==> src/design/pcrs_ram.sv <==
// Generic single-port-write, single-port-read RAM with a registered read.
// Depends on nothing.
module pcrs_ram #(
    parameter int W = 8,
    parameter int D = 16
) (
    input  logic                 i_clk,
    input  logic                 i_we,
    input  logic [$clog2(D)-1:0] i_waddr,
    input  logic [W-1:0]         i_wdata,
    input  logic [$clog2(D)-1:0] i_raddr,
    output logic [W-1:0]         o_rdata
);
    logic [W-1:0] r_mem [D];
    logic [W-1:0] r_rdata;

    always_ff @(posedge i_clk) begin
        if (i_we) begin
            r_mem[i_waddr] <= i_wdata;
        end
        r_rdata <= r_mem[i_raddr];
    end

    assign o_rdata = r_rdata;
endmodule

==> config.mk <==
export PLATFORM = sky130hd
export DESIGN_NAME = pcrs_ram
export DESIGN_NICKNAME = d
export VERILOG_FILES = /design/src/design/pcrs_ram.sv
export SDC_FILE = /design/constraint.sdc
export NUM_CORES = 1
export LEC_CHECK = 0
export BUFFER_PORTS_ARGS = -buffer_cell sky130_fd_sc_hd__buf_2
export CAP_MARGIN = 20
export CORE_MARGIN = 2
export CORE_UTILIZATION = 55
export DETAILED_ROUTE_END_ITERATION = 10
export GPL_TIMING_DRIVEN = 0
export MAX_ROUTING_LAYER = met4
export PLACE_DENSITY = 0.76
export RECOVER_POWER = 100
export SETUP_SLACK_MARGIN = 0.5
export SYNTH_ARGS = -nofsm -noshare
export SYNTH_HDL_FRONTEND = slang
export SYNTH_SLANG_ARGS = --single-unit
==> constraint.sdc <==
create_clock -name i_clk -period 3.8 [get_ports i_clk]
set_input_delay 0 -clock i_clk [delete_from_list [all_inputs] [get_ports i_clk]]
set_output_delay 0 -clock i_clk [all_outputs]
set_load 0.005 [all_outputs]
==> results.txt <==
* Status: completed
- Critical path arrival: 1.72 ns
- Setup crit end kind: register
* Layout Cells excl Fill: 411
- Among all flip-flop cells after synthesis, the most frequent one is sky130_fd_sc_hd__edfxtp_1.
- Wires add up to 9.802 mm.
- After the first detailed-routing iteration, the DRC count stood at 240.
- For this run the aggregate overflow at the end of global routing stands at 0.
* Post-Place Worst Slack: 2.110 ns
- Number of distinct library cell variants in the gate-level netlist after synthesis: 19
* Number of post-CTS setup repair buffers: 0
* Maximum level of the CTS H-tree: 4
* Least setup slack across all paths after layout: 2.226 ns
- The first TritonRoute pass finished after 4 iterations.
- Shortest period the worst path allows: 1.574 ns
- Slack of the worst reg-to-reg path: 2.30 ns
* Cell area after synthesis: 5147 sq um
- Pin count of the biggest net entering global routing: 17
* Largest delay contributor family on the critical path: simple AND/OR/NAND/NOR gates
* Count of mapped cells out of synthesis: 229
- Avg Cell Area, Syn: 22.48 sq um
- Global-route usage over all layers: 22.10%
* Number of endpoints failing setup at the final stage: 0
- Total Nets Final: 305
* Share of flip-flops with an asynchronous set or reset after synthesis: 0%
- Area of the core: 9153 sq um
- Number of design rule violations left after detail routing: 0
* Worst slew pin tran: 0.8860 ns
- For hold timing, the worst endpoint is r_mem[0][3].
* GPL Wtd Cong: 0.7332
- WP buf/inv: 2
- For this run, the top clock speed supported by timing is 635.2 MHz.
* Leading post-synthesis cells by cell area: sky130_fd_sc_hd__edfxtp_1 75%, sky130_fd_sc_hd__mux4_2 7.9%, sky130_fd_sc_hd__mux4_1 7.1%
- Synthesis inferred 136 register bits.
* HPWL after detailed placement: 5.915 mm
* Pwr Total: 0.003493 W
- Largest stage delay on the critical path: 0.66 ns
* Horiz. Die Dim: 100.7 um
* RSZ-0062 raised after global routing: false
* Post-DR vias/cell: 6.022
- Net Count, Synth: 247
- The later pin in the worst-skew pair is clocked with a latency of 0.52 ns.
- Counting every sink on the clock net gives 136.
- By count the netlist is led by 128 x sky130_fd_sc_hd__edfxtp_1, 18 x sky130_fd_sc_hd__mux4_2, 16 x sky130_fd_sc_hd__a22oi_1.
- Worst Reg2Reg Path Length in Cells: 3
* Worst Hold Path Cells: 3
- In this run the critical register-to-register path is captured at o_rdata[0].
* Worst Hold Slack: 0.05440 ns
* HP Start: i_waddr[2]
* Routed length per placed instance: 23.85 um
- For this design, the slowest cell found on the critical path is sky130_fd_sc_hd__nor2_1.
- Post-synth top area cell: sky130_fd_sc_hd__edfxtp_1
- Clock root cell: sky130_fd_sc_hd__clkbuf_8
* Area of the multi-input gates: 1057 sq um
- After clock tree synthesis, the clock-pin slew on the worst setup and hold paths is 0.06 ns.
- Yosys instantiated no cell more often than sky130_fd_sc_hd__edfxtp_1.
* Initial antenna violation count: 0
- During placement, the flow inserted port buffers numbering 24.
- Areal power density over the cells: 571.0 nW/um^2
- Crit share post-route: 41.43%
- After filler insertion, the fill cell instance count of the layout stands at 544.
* Leak Pwr: 2.044 nW
* Max Slew Vio Count: 0
- Final-layout setup total negative slack: 0 ns
* Initial Util: 56.24%
* Clock tree from TritonCTS: done
- Inserted Clock Buffers: 17
- Synth top area share: 74.67%
* Maximum buffer depth of the clock tree: 2
* Sequential Area: 4004 sq um
- Count of antenna diodes in the layout: 0
- The synthesized design contains 128 enable-type register cells.
- The via count of the first global-routing pass is 2460.
* Max_slew headroom: 40.71%
- Startpoint Class: input pin
* Global-route wire length before repair: 14.86 mm
- Sequential elements use 77.78% of the synthesized area.
- In this run the worst hold path is classified as in -> reg.
* Cells after DPL: 368
- The hold violation count in the final report came to 0.
- Across the run, the number of max-cap violations was 0.
- Once detail routing completed, the nets flagged for antenna violations numbered 0.
* Die extent in y: 100.7 um
- Traced cell by cell, the critical path runs through dlygate4sd3_1, clkbuf_1, nand2_1, nor2_1.
- STA puts the critical path data required time at 3.94 ns.
* Startpoint of the lowest-slack register-to-register path: r_mem[6][0]
* Critical Setup Path Class: in -> reg
- Detailed-route via count: 2475
- Synth-to-layout area growth: 18.84%
* Critical-path maximum fanout: 8
* Die Footprint: 10150 sq um
- Synth warn: 0
- The worst-case IR drop observed on VDD is 407.3 uV.
- Row count: 35
- Clock Skews: 0.006317 ns
- Fraction of final layout cells with drive strength greater than 1: 23.33%
- For this design the top-level I/O count stands at 26.
## cells by family after synthesis
logic type | count (synthesis) | synth area share, %
AOI/OAI and AO/OA | 16 | 2.334
buffers and inverters | 10 | 1.677
DFF | 136 | 77.78
muxes | 32 | 15.02
and+or+nand+nor | 35 | 3.184
## stage by stage
step,instance area [sq um],util (%)
6_report,6117,66.84
5_1_grt,6117,66.84
4_1_cts,6141,67.10
3_5_place_dp,5431,59.34
3_3_place_gp,5406,59.07
2_1_floorplan,5147,-
## registers in the layout, indices dropped and copies added (netlist names)
register,cells
o_rdata,8
r_mem,128
## worst reg2reg max path, cell delays in order (launching register included)
cell and delay [ns]:
sky130_fd_sc_hd__edfxtp_1 0.39, sky130_fd_sc_hd__mux4_1 0.55, sky130_fd_sc_hd__a22oi_1 0.32, sky130_fd_sc_hd__nand2_1 0.12
## cell usage in the layout, fill, tap and decap left out, types with 3 or more instances in the layout
master,n
sky130_fd_sc_hd__clkbuf_1,16
sky130_fd_sc_hd__bufinv_16,4
sky130_fd_sc_hd__mux4_1,14
sky130_fd_sc_hd__a22oi_1,16
sky130_fd_sc_hd__dfxtp_1,8
sky130_fd_sc_hd__buf_2,16
sky130_fd_sc_hd__dlygate4sd3_1,11
sky130_fd_sc_hd__edfxtp_1,128
sky130_fd_sc_hd__clkinvlp_4,3
sky130_fd_sc_hd__buf_6,3
sky130_fd_sc_hd__nor2_1,13
sky130_fd_sc_hd__nand2_1,9
sky130_fd_sc_hd__clkinv_1,3
sky130_fd_sc_hd__mux4_2,18
sky130_fd_sc_hd__clkbuf_16,16
sky130_fd_sc_hd__nor3_1,4
sky130_fd_sc_hd__clkdlybuf4s25_2,3
## area by class of cell
cell class / instances / area share (%)
sequential: 136 / 65.45
clock buffer: 18 / 6.832
timing repair buffer: 39 / 3.784
tap: 111 / 2.270
multi-input combinational: 83 / 17.28
clock inverter: 14 / 2.966
buffer: 10 / 1.411
## how the worst max path moves through the flow
stage                 from      endpoint  cells past startpoint
3_5_place_dp    i_waddr[2]   r_mem[2][4]                      3
3_3_place_gp    i_waddr[2]   r_mem[0][4]                      3
6_report        i_waddr[1]  r_mem[11][6]                      4
5_1_grt         i_waddr[1]   r_mem[2][4]                      4
4_1_cts        r_mem[6][0]    o_rdata[0]                      3
2_1_floorplan   i_waddr[2]   r_mem[0][0]                      2
## power breakdown
group          switching [W]  internal (W)
Clock               0.000586       0.00106
Sequential        0.00000802       0.00168
Combinational      0.0000924     0.0000715
## layer usage
| metal | up-vias | share of wire [%] | track usage [%] |
|---|---|---|---|
| met5 | - | 0 | - |
| met4 | 0 | 2.1 | 8.957 |
| met3 | 17 | 7.1 | 5.895 |
| met2 | 106 | 50 | 31.33 |
| met1 | 1255 | 41 | 31.00 |
| li1 | 1097 | - | - |
## timing repair
action | in CTS | in global routing
endpoints found under the hold margin | 139 | 0
resized for setup | 0 | 0
hold buffers | 11 | 0
Power figures use the tool's default switching activity.
