### src/design/pcrs_pkg.sv
// Package for the point cloud radius smoothing block.
// Holds the sizes, register codes and status structs used by every design file except pcrs_ram.
// Depends on nothing.
package pcrs_pkg;

    localparam int MAX_POINTS = 1024;
    localparam int COORD_BITS = 24;
    localparam int IDX_W      = $clog2(MAX_POINTS);
    localparam int CNT_W      = $clog2(MAX_POINTS + 1);
    localparam int PT_W       = 3 * COORD_BITS;
    localparam int SUM_W      = COORD_BITS + IDX_W + 1;
    localparam int MAG_W      = SUM_W - 1;
    localparam int RAD_W      = 23;
    localparam int ITER_W     = 4;
    localparam int SQ_W       = 2 * RAD_W;
    localparam int CFG_IDX_W  = 1;

    localparam logic [RAD_W-1:0]     RAD_RESET  = RAD_W'(2048);
    localparam logic [ITER_W-1:0]    ITER_RESET = ITER_W'(3);
    localparam logic [CFG_IDX_W-1:0] CFG_RADIUS = 1'b0;
    localparam logic [CFG_IDX_W-1:0] CFG_ITER   = 1'b1;

    typedef struct packed {
        logic                    busy;
        logic signed [SUM_W-1:0] sum_x;
        logic signed [SUM_W-1:0] sum_y;
        logic signed [SUM_W-1:0] sum_z;
        logic [CNT_W-1:0]        cnt;
    } t_acc;

    typedef struct packed {
        logic            done;
        logic [PT_W-1:0] pt;
    } t_div_out;

endpackage

### src/design/pcrs_div.sv
// Three-lane restoring divider giving the rounded mean of each axis.
// Depends on pcrs_pkg for widths and the result struct.
module pcrs_div (
    input  logic                              i_clk,
    input  logic                              i_rst_n,
    input  logic                              i_go,
    input  logic signed [pcrs_pkg::SUM_W-1:0] i_sx,
    input  logic signed [pcrs_pkg::SUM_W-1:0] i_sy,
    input  logic signed [pcrs_pkg::SUM_W-1:0] i_sz,
    input  logic [pcrs_pkg::CNT_W-1:0]        i_den,
    output pcrs_pkg::t_div_out                o_res
);
    localparam int MW = pcrs_pkg::MAG_W;
    localparam int CW = pcrs_pkg::CNT_W;
    localparam int C  = pcrs_pkg::COORD_BITS;
    localparam int SW = $clog2(MW + 1);

    logic [MW-1:0] r_q   [3];
    logic [CW:0]   r_rem [3];
    logic [MW-1:0] n_q   [3];
    logic [CW:0]   n_rem [3];
    logic [2:0]    r_neg;
    logic [CW-1:0] r_den;
    logic [SW-1:0] r_step;
    logic          r_busy;
    logic          r_done;
    logic signed [pcrs_pkg::SUM_W-1:0] w_s [3];
    logic [pcrs_pkg::SUM_W-1:0]        w_abs [3];
    logic [C-1:0]  w_out [3];

    assign w_s[0] = i_sx;
    assign w_s[1] = i_sy;
    assign w_s[2] = i_sz;

    always_comb begin
        for (int a = 0; a < 3; a++) begin
            logic [CW:0] sh;
            w_abs[a] = w_s[a][pcrs_pkg::SUM_W-1] ? -w_s[a] : w_s[a];
            sh = {r_rem[a][CW-1:0], r_q[a][MW-1]};
            if (sh >= {1'b0, r_den}) begin
                n_rem[a] = sh - {1'b0, r_den};
                n_q[a]   = {r_q[a][MW-2:0], 1'b1};
            end else begin
                n_rem[a] = sh;
                n_q[a]   = {r_q[a][MW-2:0], 1'b0};
            end
            w_out[a] = r_neg[a] ? C'(-r_q[a]) : C'(r_q[a]);
        end
    end

    always_ff @(posedge i_clk) begin
        if (!i_rst_n) begin
            r_busy <= 1'b0;
            r_done <= 1'b0;
            r_step <= '0;
        end else begin
            r_done <= r_busy && !i_go && (r_step == SW'(MW - 1));
            if (i_go) begin
                r_busy <= 1'b1;
                r_step <= '0;
                r_den  <= i_den;
                for (int a = 0; a < 3; a++) begin
                    r_q[a]   <= w_abs[a][MW-1:0] + MW'(i_den >> 1);
                    r_rem[a] <= '0;
                    r_neg[a] <= w_s[a][pcrs_pkg::SUM_W-1];
                end
            end else if (r_busy) begin
                for (int a = 0; a < 3; a++) begin
                    r_q[a]   <= n_q[a];
                    r_rem[a] <= n_rem[a];
                end
                r_step <= r_step + 1'b1;
                if (r_step == SW'(MW - 1)) begin
                    r_busy <= 1'b0;
                end
            end
        end
    end

    assign o_res.done = r_done;
    assign o_res.pt   = {w_out[2], w_out[1], w_out[0]};
endmodule

### config.mk
export PLATFORM = sky130hd
export DESIGN_NAME = pcrs_div
export DESIGN_NICKNAME = d
export VERILOG_FILES = /design/src/design/pcrs_pkg.sv /design/src/design/pcrs_div.sv
export SDC_FILE = /design/constraint.sdc
export NUM_CORES = 1
export LEC_CHECK = 0
export ABC_AREA = 1
export BUFFER_PORTS_ARGS = -buffer_cell sky130_fd_sc_hd__buf_2
export CAP_MARGIN = 20
export CORE_ASPECT_RATIO = 0.7
export CORE_MARGIN = 10
export CORE_UTILIZATION = 47
export CTS_CLUSTER_DIAMETER = 80
export CTS_CLUSTER_SIZE = 14
export DETAILED_ROUTE_END_ITERATION = 10
export GPL_TIMING_DRIVEN = 0
export HOLD_SLACK_MARGIN = 0.08
export PLACE_DENSITY_LB_ADDON = 0.05
export SYNTH_ARGS = -nofsm -noshare
export SYNTH_HDL_FRONTEND = slang
export SYNTH_SLANG_ARGS = --single-unit
### constraint.sdc
create_clock -name i_clk -period 5.3 [get_ports i_clk]
set_input_delay 1.06 -clock i_clk [delete_from_list [all_inputs] [get_ports i_clk]]
set_output_delay 1.06 -clock i_clk [all_outputs]
set_load 0.02 [all_outputs]
==> key figures <==
Run status
  – Result of the run: finished, final reports clean

Global route
  – Initial antenna violation count: 0
  – Leftover overflow at the end of global routing: 0
  – Number of global-route vias before repair: 15.31k
  – First-pass GRT wire length: 83.98 mm
  – GRT Total Usage: 24.43%
  – Largest net degree at the start of global routing: 115

Synthesis
  – Post-synthesis net count: 2,543
  – Cell type with the highest aggregate area in the netlist: edfxtp_1
  – Top-area cell type share of the netlist area: 27.58%
  – Seq cells post-synth: 157
  – Dominant cells by area after synthesis: edfxtp_1, nand2_1, xor2_1
  – Ys flop type: edfxtp_1
  – Most instantiated library cell after synthesis: nand2_1
  – Fraction of the yosys area taken by sequential cells: 28.56%
  – Synth warnings: 0
  – Number of flops mapped to enable cells by yosys: 149
  – Avg Inst Size Synth: 6.913 um2
  – Post-Synthesis Cells: 2,347
  – Leading cell types by count after synthesis: nand2_1, nor2_1, inv_1
  – Async set-reset flop share out of synthesis: 0%
  – Distinct cells, synth: 44
  – Netlist area before placement: 16,220 um2

Route
  – Average routed wire per standard cell: 17.47 um
  – Starting DRC count in detailed routing: 1,461
  – Number of iterations in the first detailed-routing pass: 5
  – Antenna Nets Post-Route: 0
  – Sum of routed wire length over all layers: 53.01 mm
  – Number of design rule violations left after detail routing: 0
  – Mean number of vias per cell: 5.360
  – Total via count after detailed routing: 16.27k

Floorplanning
  – I/O pin cnt: 192
  – Die W: 242.1 um
  – Initial core utilization: 48.04%
  – Area of the core: 33,770 um2
  – Die outline height: 175.4 um
  – Total number of placement rows: 56
  – Die area: 42,470 um2

Pwr
  – Total power consumption of the routed design: 4.369 mW
  – Power density normalized to cell area: 237.3 nW/um2
  – Leakage power summed over all cells: 8.258 nW
  – Part of the power in the clock network: 30.0%
  – Sequential group share of total power: 36.6%
  – Internal power contribution: 2.749 mW
  – Proportion of total power due to net switching: 37.09%
  – Combinational cell fraction of total power: 33.4%
  – Sw power: 1.620 mW
  – IR Drop Worst-Case VDD: 0.2459 mV

Timing
  – FMAX: 238.4 MHz
  – Final slew viol count: 0
  – Slew at the pin with the worst max-slew slack: 1.031 ns
  – Final cycle utilization of the critical path: 79.13%
  – Worst relative slew slack: 31.28%
  – Worst hold margin: 0.5151 ns
  – RSZ-0062 raised after global routing: no
  – Final clock skew: 0.009141 ns
  – Final min period: 4.194 ns
  – Setup slack after layout: 1.106 ns
  – Final-report hold violation count: 0
  – Count of endpoints failing setup in the final report: 0

Placement
  – Placed wire-length estimate after detailed placement: 43.23 mm
  – Total cell area at the placement stage: 17,800 um2
  – Buffers added on ports: 191
  – Placer's final routability congestion estimate: 0.9132
  – Post-placement setup slack: 0.6977 ns

CTS
  – CTS tree: built
  – Clock-pin slew of the registers on the worst-case setup and hold paths: 0.07 ns
  – Clock net sink count: 157
  – Post-CTS setup buffers: 0
  – CTS Buf Count: 17
  – Max Buffers Root-to-Sink: 2
  – Clock Root Buffer: clkbuf_16
  – Clock latency on the worst-skew pair: 0.45 ns
  – H-tree depth: 4
  – Resized Gates After CTS: 0
  – Number of hold buffers added after cts: 0

Layout
  – Post-layout util: 54.52%
  – Fraction of final layout cells sized beyond drive strength 1: 17.27%
  – Ant. Diodes: 0
  – Number of nets in the layout: 2,754
  – Area of all placed cells without fillers: 18,410 um2
  – Layout-stage area growth over the synthesis result: 13.49%

Critical path
  – Critical path endpoint category: flop
  – Worst path slowest cell: ha_1
  – Worst Path Max Fanout: 10
  – Critical path type: in2reg
  – Cell family with most CP delay: simple AND/OR/NAND/NOR gates
  – Critical path cell sequence: buf_2 -> buf_2 -> buf_2 -> clkbuf_1 -> o21ai_0 -> xor2_1 -> ha_1 -> nand2_1 -> o21ai_0 -> nand2_1 -> nand3_1 -> nand3_4 -> nor2_4 -> nand3_4 -> nor2_4 -> nand2_1 -> nand3_1 -> o21ai_1
  – Data arrival time at the worst-slack endpoint: 4.34 ns
  – Worst Path Required: 5.45 ns
  – Critical path startpoint category: input port
  – Critical path's largest stage delay: 0.40 ns
  – Crit path buf inv count: 4

Worst hold path
  – Worst hold-check path type: reg2reg

Run
  – Maximum Capacitance Violations: 0
## worst reg2reg max path, delay by kind of cell, from the launching register on
family	cells	cell delay [ns]
buf+inv	4	1.31
flops	1	0.46
simple gates	2	0.85
## cell usage in the layout, fill, tap and decap left out, types with 6 or more instances in the layout
master and count:
ha_1 71, buf_2 206, nor2_4 28, nand3_1 183
o21ai_0 144, nor2_2 29, a21oi_1 78, fa_1 6
clkbuf_1 25, nor4_1 6, xnor2_1 60, dfxtp_1 8
o21ai_1 21, nand3b_1 25, edfxtp_1 149, inv_2 16
nor2_1 235, o21bai_1 13, buf_4 8, nand2_4 8
inv_6 6, xor2_1 114, nor3_1 25, a21o_1 7
a31oi_1 18, nand2_2 81, nand3_2 18, nand4_1 29
inv_1 234, clkbuf_16 17, nand2_1 654
## final cells by class
type                       count  area, um2
fill                        3389      15360
tap                          464      580.6
clock inverter                15      182.7
timing repair buffer         192      983.4
sequential                   157       4634
multi-input combinational   1884      10410
clock buffer                  17      425.4
buffer                        54      255.2
inverter                     252      945.9
## path summary, 6_finish.rpt
path / startpoint / end / slack [ns] / cells after the start
max: i_sy[34] / r_q[0][58]$_DFFE_PP_ / 1.11 / 18
min: r_q[0][59]$_DFFE_PP_ / r_q[0][60]$_DFFE_PP_ / 0.52 / 2
max reg2reg: r_busy$_SDFF_PN0_ / r_rem[0][33]$_SDFFCE_PN0P_ / 2.20 / 6
min reg2reg: r_q[0][59]$_DFFE_PP_ / r_q[0][60]$_DFFE_PP_ / 0.52 / 2
## metal layers
layer / wire length, um / GRT usage, %
met4: 554 / 4.338
met1: 25770 / 34.85
met3: 2946 / 3.334
met5: 0 / 0
met2: 23740 / 38.94
## cells by family (layout without fill, tap and decap cells)
family / Yosys count / after routing / share of synthesized area (%)
and+or+nand+nor: 1338 / 1338 / 38.58
buffers and inverters: 306 / 530 / 7.403
AOI/OAI and AO/OA: 295 / 295 / 9.840
xor gates and xnor gates: 174 / 174 / 9.393
DFF: 157 / 157 / 28.56
adders and majority gates: 77 / 77 / 6.216
## sequential cells by signal, indices dropped and copies added (netlist names)
register and flops:
r_rem 33, r_q 102, r_step 6, r_done 1
r_den 11, r_neg 3, r_busy 1
## through the flow
step | setup TNS [ns] | cells
2_1_floorplan | 0 | 2347
3_3_place_gp | -60.24 | 3002
3_5_place_dp | 0 | 3003
4_1_cts | 0 | 3035
5_1_grt | 0 | 3035
6_report | 0 | 3035
## power groups by stage
stage	sequential [mW]	clock, mW	combinational, mW
after floorplan	1.59	0	1.01
after CTS	1.60	1.32	1.45
after global routing	1.61	1.38	1.62
final	1.60	1.31	1.46
after global placement	1.63	0	1.42
after detailed placement	1.62	0	1.45
No activity file was read; power rests on OpenSTA's default activity.
