[src/design/pcrs_pkg.sv]
// Package for the point cloud radius smoothing block.
// Holds the sizes, register codes and status structs used by every design file except pcrs_ram.
// Depends on nothing.
package pcrs_pkg;

    localparam int MAX_POINTS = 1024;
    localparam int COORD_BITS = 24;
    localparam int IDX_W      = $clog2(MAX_POINTS);
    localparam int CNT_W      = $clog2(MAX_POINTS + 1);
    localparam int PT_W       = 3 * COORD_BITS;
    localparam int SUM_W      = COORD_BITS + IDX_W + 1;
    localparam int MAG_W      = SUM_W - 1;
    localparam int RAD_W      = 23;
    localparam int ITER_W     = 4;
    localparam int SQ_W       = 2 * RAD_W;
    localparam int CFG_IDX_W  = 1;

    localparam logic [RAD_W-1:0]     RAD_RESET  = RAD_W'(2048);
    localparam logic [ITER_W-1:0]    ITER_RESET = ITER_W'(3);
    localparam logic [CFG_IDX_W-1:0] CFG_RADIUS = 1'b0;
    localparam logic [CFG_IDX_W-1:0] CFG_ITER   = 1'b1;

    typedef struct packed {
        logic                    busy;
        logic signed [SUM_W-1:0] sum_x;
        logic signed [SUM_W-1:0] sum_y;
        logic signed [SUM_W-1:0] sum_z;
        logic [CNT_W-1:0]        cnt;
    } t_acc;

    typedef struct packed {
        logic            done;
        logic [PT_W-1:0] pt;
    } t_div_out;

endpackage

[src/design/pcrs_nbr.sv]
// Neighbour test and accumulation pipeline for one point of a smoothing pass.
// Depends on pcrs_pkg for widths and the accumulator struct.
module pcrs_nbr (
    input  logic                              i_clk,
    input  logic                              i_rst_n,
    input  logic                              i_clear,
    input  logic                              i_valid,
    input  logic [pcrs_pkg::IDX_W-1:0]        i_tag,
    input  logic [pcrs_pkg::IDX_W-1:0]        i_self_idx,
    input  logic [pcrs_pkg::PT_W-1:0]         i_self,
    input  logic [pcrs_pkg::PT_W-1:0]         i_pt,
    input  logic [pcrs_pkg::RAD_W-1:0]        i_radius,
    input  logic [pcrs_pkg::SQ_W-1:0]         i_r2,
    output pcrs_pkg::t_acc                    o_acc
);
    localparam int C  = pcrs_pkg::COORD_BITS;
    localparam int RW = pcrs_pkg::RAD_W;
    localparam int SQ = pcrs_pkg::SQ_W;
    localparam int SM = pcrs_pkg::SUM_W;

    logic                r1_v, r1_ok, r2_v, r2_ok;
    logic [RW-1:0]       r1_m  [3];
    logic signed [C-1:0] r1_c  [3];
    logic [SQ-1:0]       r2_sq [3];
    logic signed [C-1:0] r2_c  [3];
    logic signed [SM-1:0] r_sum [3];
    logic [pcrs_pkg::CNT_W-1:0] r_cnt;
    logic [RW-1:0]       w_m [3];
    logic                w_ok;
    logic [SQ+1:0]       w_d2;

    always_comb begin
        w_ok = (i_tag != i_self_idx);
        for (int a = 0; a < 3; a++) begin
            logic signed [C:0] d;
            logic [C:0]        m;
            d = {i_pt[a*C + C - 1], i_pt[a*C +: C]}
              - {i_self[a*C + C - 1], i_self[a*C +: C]};
            m = d[C] ? -d : d;
            if (m > (C + 1)'(i_radius)) begin
                w_ok = 1'b0;
            end
            w_m[a] = m[RW-1:0];
        end
        w_d2 = (SQ + 2)'(r2_sq[0]) + (SQ + 2)'(r2_sq[1]) + (SQ + 2)'(r2_sq[2]);
    end

    always_ff @(posedge i_clk) begin
        if (!i_rst_n) begin
            r1_v <= 1'b0;
            r2_v <= 1'b0;
        end else begin
            r1_v <= i_valid;
            r2_v <= r1_v;
        end
    end

    always_ff @(posedge i_clk) begin
        r1_ok <= w_ok;
        r2_ok <= r1_ok;
        for (int a = 0; a < 3; a++) begin
            r1_m[a]  <= w_m[a];
            r1_c[a]  <= i_pt[a*C +: C];
            r2_sq[a] <= r1_m[a] * r1_m[a];
            r2_c[a]  <= r1_c[a];
        end
        if (i_clear) begin
            r_cnt <= '0;
            for (int a = 0; a < 3; a++) begin
                r_sum[a] <= '0;
            end
        end else if (r2_v && r2_ok && (w_d2 <= (SQ + 2)'(i_r2))) begin
            r_cnt <= r_cnt + 1'b1;
            for (int a = 0; a < 3; a++) begin
                r_sum[a] <= r_sum[a] + SM'(r2_c[a]);
            end
        end
    end

    assign o_acc.busy  = i_valid | r1_v | r2_v;
    assign o_acc.sum_x = r_sum[0];
    assign o_acc.sum_y = r_sum[1];
    assign o_acc.sum_z = r_sum[2];
    assign o_acc.cnt   = r_cnt;
endmodule

[config.mk]
export PLATFORM = sky130hd
export DESIGN_NAME = pcrs_nbr
export DESIGN_NICKNAME = d
export VERILOG_FILES = /design/src/design/pcrs_pkg.sv /design/src/design/pcrs_nbr.sv
export SDC_FILE = /design/constraint.sdc
export NUM_CORES = 2
export LEC_CHECK = 0
export ABC_AREA = 1
export BUFFER_PORTS_ARGS = -buffer_cell sky130_fd_sc_hd__buf_2
export CAP_MARGIN = 20
export CORE_MARGIN = 3
export CORE_UTILIZATION = 45
export DETAILED_ROUTE_END_ITERATION = 12
export PLACE_DENSITY_LB_ADDON = 0.15
export SKIP_CTS_REPAIR_TIMING = 1
export SLEW_MARGIN = 40
export SYNTH_ARGS = -nofsm -noshare
export SYNTH_HDL_FRONTEND = slang
export SYNTH_SLANG_ARGS = --single-unit
[constraint.sdc]
create_clock -name i_clk -period 15.2 [get_ports i_clk]
set_input_delay 0.76 -clock i_clk [delete_from_list [all_inputs] [get_ports i_clk]]
set_output_delay 0.76 -clock i_clk [all_outputs]
set_load 0.01 [all_outputs]
==> results.txt <==
- Dividing the detail-routed wire length by the instance count gives about 19 µm.
- The first detailed-routing pass took 7 iterations.
* Adder-cell area share of the yosys netlist: between 40 and 50%
- Detailed router's first-iteration violation count: ~3,700
- From synthesis to final layout, the design area changed by 8.502%.
- Number of nets at the end of the flow: 12,150
- Number of vias per cell: just over 5
- Prior to clock tree synthesis, the placed netlist has a worst setup slack of 8.178 ns.
- Once layout is done, the placed cells without fillers occupy between 0.08 and 0.09 mm².
- Critical path arrival: 7.52 ns
- Measured against the total synthesized area, the mux share comes to 0%.
- Measured against its own limit, the worst slew margin works out to 39.50%.
- The floorplan step set the die height to 417.9 µm.
- Crit end category: flop
* Placed cell area: 0.08071 mm²
* Total die area: 0.1746 mm²
* Via count of the routed design: 61,250
* Routed Wire Length: 230.6 mm
* GR Util All Layers: 26.87%
- At the end of routability-driven placement, the weighted congestion stood at ~0.97.
- The Yosys step of the flow raised 0 warnings.
- Dividing the synthesized area by the synthesized cell count gives 8.006 µm².
- In the synthesized netlist the dominant register cell turns out to be dfxtp_1.
- The post-route netlist has 6.225% of its cells at a drive strength greater than 1.
* Max-slew violation count: 0
* Setup TNS after final layout: 0 ns
- Number of antenna violations at the first check in global routing: 40
- Clock tree skew after final layout: 0.05885 ns
- STA puts the critical path data required time at around 16 ns.
- Summing every instance area after synthesis gives roughly 0.076 mm².
- Xor-xnor portion of the synthesized cell area: approximately 4.2%
* Clock tree buffer depth: 3
- Synthesis inferred 468 register bits.
* Final critical path time including I/O delays and setup: 7.045 ns
- The synthesized netlist devotes approximately 7.4% of its cell area to compound gates.
* Pin count of the biggest net entering global routing: 71
- TritonCTS created a little under 60 clock buffers.
* Launching element type of the critical path: flop
- For the worst-skew pair, the clock arrives at the later sink with an insertion delay of between 0.6 and 0.7 ns.
- Final hold violation count: 0
* Post-Synth Simple-Gate Area: 15.60%
* Transition at the pin with the smallest max-transition slack: 0.9044 ns
- In this run, synthesis inferred 105 flip-flops with an integrated enable.
* H-tree depth: 2
* Post-DRT Antenna Nets: 0
* TritonCTS clock tree: done
- Library cell used as clock root buffer: clkbuf_16
* Via count of the first global-routing pass: 64,570
* Async set-or-reset flop fraction in the synthesized netlist: 0%
- The layout has 16,640 filler cells.
* Count of max-cap constraint violations: 0
- Of all nets on the critical path, the largest fanout is 14.
* Number of ports placed on the die boundary: around 350
- In the synthesized netlist, the number of instances is approximately 9,500.
* Post-Route Utilization: 49.37%
* Combined buffer and inverter count along the critical path: 5
* Clock slew at reported path FFs: about 0.06 ns
* Fraction of the cycle the final worst path needs: 46.35%
- For this design, the sink count on the clock tree is 468.
* Critical Setup Path Class: flop to flop
* Number of buffer cells added on primary ports: 353
- On the worst path, the slowest cell contributes a delay of roughly 0.74 ns.
- The critical path goes through buf_4 > nand2_1 > fa_1 > inv_1 > fa_1 > inv_1 > fa_1 > inv_1 > fa_1 > fa_1 > fa_1 > fa_1 > ha_1 > nand2_1 > nor2_1 > inv_1 > nor2_1 > nand4_1 > nand4_1 > xor2_1.
* Initial Util: 45.50%
* Combinational family with the most area after synthesis: adder cells
- In this run the core area contains 150 standard-cell rows.
- Setup-failing EPs final: 0
- Critical path's slowest cell: dfxtp_1
- Outcome: finished, final reports clean
- Summed over all nets, the half-perimeter wirelength after detailed placement is 197.7 mm.
- The first global-routing pass estimated about 360 mm of wire.
- Among cell families on the critical path, the largest total delay comes from adder cells.
* PnR worst setup slack: 8.155 ns
* Congestion Overflow GR: 0
* Sequential area share after synthesis: between 10% and 20%
- Worst hold path type: primary input to flop
- The total area inside the core boundary comes to 0.1678 mm².
- Timing would allow up to 141.9 MHz.
- In this run the horizontal extent of the chip is 417.9 µm.
- The cell that appears most often on the critical path is fa_1.
- RSZ-0062 raised after global routing: no
* DRC violation count after routing: 0
- Distinct cell type count after synthesis: 57
-- synthesized netlist by cell type, types with 8 or more instances --
library cell / count / area (µm²)
inv_1: 2539 / 9530
nand2_1: 1899 / 7128
fa_1: 1207 / 24160
ha_1: 861 / 10770
nor2_1: 533 / 2001
a21oi_1: 516 / 2582
dfxtp_1: 363 / 7267
xor2_1: 231 / 2023
nand3_1: 210 / 1051
o21ai_0: 209 / 1046
clkbuf_1: 142 / 533.0
xnor2_1: 134 / 1174
edfxtp_1: 105 / 3153
nand4_1: 81 / 506.7
a31oi_1: 64 / 400.4
nor3_1: 64 / 320.3
a21o_1: 38 / 285.3
o21bai_1: 33 / 247.7
nor2_2: 32 / 200.2
o21a_1: 29 / 217.7
nor4_1: 25 / 156.4
o21ai_1: 25 / 125.1
or2_2: 23 / 143.9
o211ai_1: 19 / 142.6
nand3b_1: 18 / 135.1
a21boi_0: 16 / 120.1
o221ai_1: 11 / 96.34
o31ai_1: 11 / 82.58
buf_1: 10 / 37.54
buf_2: 8 / 40.04
o21ai_2: 8 / 70.07
-- path summary, 6_finish.rpt --
kind	startpoint	endpoint	slack, ns	depth (start not counted)
max	r1_m[0][61]	r2_sq[0][118]	8.16	20
max reg2reg	r1_m[0][61]	r2_sq[0][118]	8.16	20
min reg2reg	r1_c[0][34]	r2_c[0][34]	0.32	0
min	i_pt[11]	r1_c[0][11]	0.21	1
-- cell usage in the layout (no fill, tap or decap), types with 18 or more instances in the layout --
| cell | n |
|---|---|
| a31oi_1 | 64 |
| or2_2 | 23 |
| nor3_1 | 64 |
| a21oi_1 | 516 |
| o211ai_1 | 19 |
| nand4_1 | 81 |
| o21a_1 | 29 |
| ha_1 | 861 |
| a21o_1 | 38 |
| clkbuf_16 | 62 |
| o21ai_0 | 208 |
| nor2_2 | 32 |
| edfxtp_1 | 105 |
| o21bai_1 | 33 |
| xnor2_1 | 134 |
| dfxtp_1 | 352 |
| nand3_1 | 210 |
| buf_2 | 353 |
| fa_1 | 1207 |
| xor2_1 | 231 |
| nand3b_1 | 18 |
| inv_1 | 2539 |
| nor4_1 | 25 |
| nor2_1 | 533 |
| buf_4 | 60 |
| o21ai_1 | 26 |
| diode_2 | 27 |
| nand2_1 | 1897 |
-- state kept, by name, summed over array words and instances (netlist names) --
signal / count
r2_ok: 1
r2_c: 72
r1_v: 1
r2_sq: 135
r2_v: 1
r_cnt: 11
r1_m: 69
r_sum: 105
r1_ok: 1
r1_c: 72
-- layout make-up --
cell class | instances | area (µm²) | area share, %
multi-input cells | 6364 | 55750 | 67.29
flip-flops and latches | 468 | 10430 | 12.59
inverters | 2540 | 9534 | 11.51
well taps | 2204 | 2758 | 3.329
repair buffers | 415 | 2240 | 2.704
clock buffers | 72 | 1629 | 1.966
clock inverters | 37 | 432.9 | 0.5226
diodes | 27 | 67.56 | 0.08156
-- layer usage --
| metal | wire length (µm) | part of all wire, % | vias up | global-route usage, % |
|---|---|---|---|---|
| met5 | 27 | 0.012 | - | 0 |
| met4 | 10760 | 4.7 | 4 | 11.00 |
| met3 | 10640 | 4.6 | 337 | 2.761 |
| met2 | 109900 | 48 | 1509 | 45.45 |
| met1 | 99280 | 43 | 29900 | 35.23 |
| li1 | - | - | 29490 | - |
-- cell families after synthesis --
| family | count (synthesis) |
|---|---|
| AND/OR/NAND/NOR | 2920 |
| buffers and inverters | 2706 |
| adder cells (fa/ha/maj) | 2068 |
| AO/OA/AOI/OAI | 1007 |
| flip-flops | 468 |
| XOR/XNOR | 366 |
| other | 2 |
-- through the flow --
stage,std cells,hold slack (ns)
after floorplan,9538,0.3096
after global placement,11990,0.3104
after detailed placement,11990,0.3121
after CTS,12100,0.1414
after global routing,12120,0.1605
final,12130,0.2059
Power is left out: the tool's default activity adds up to more than one toggle a clock period on the data nets, which glitch-free logic cannot reach.
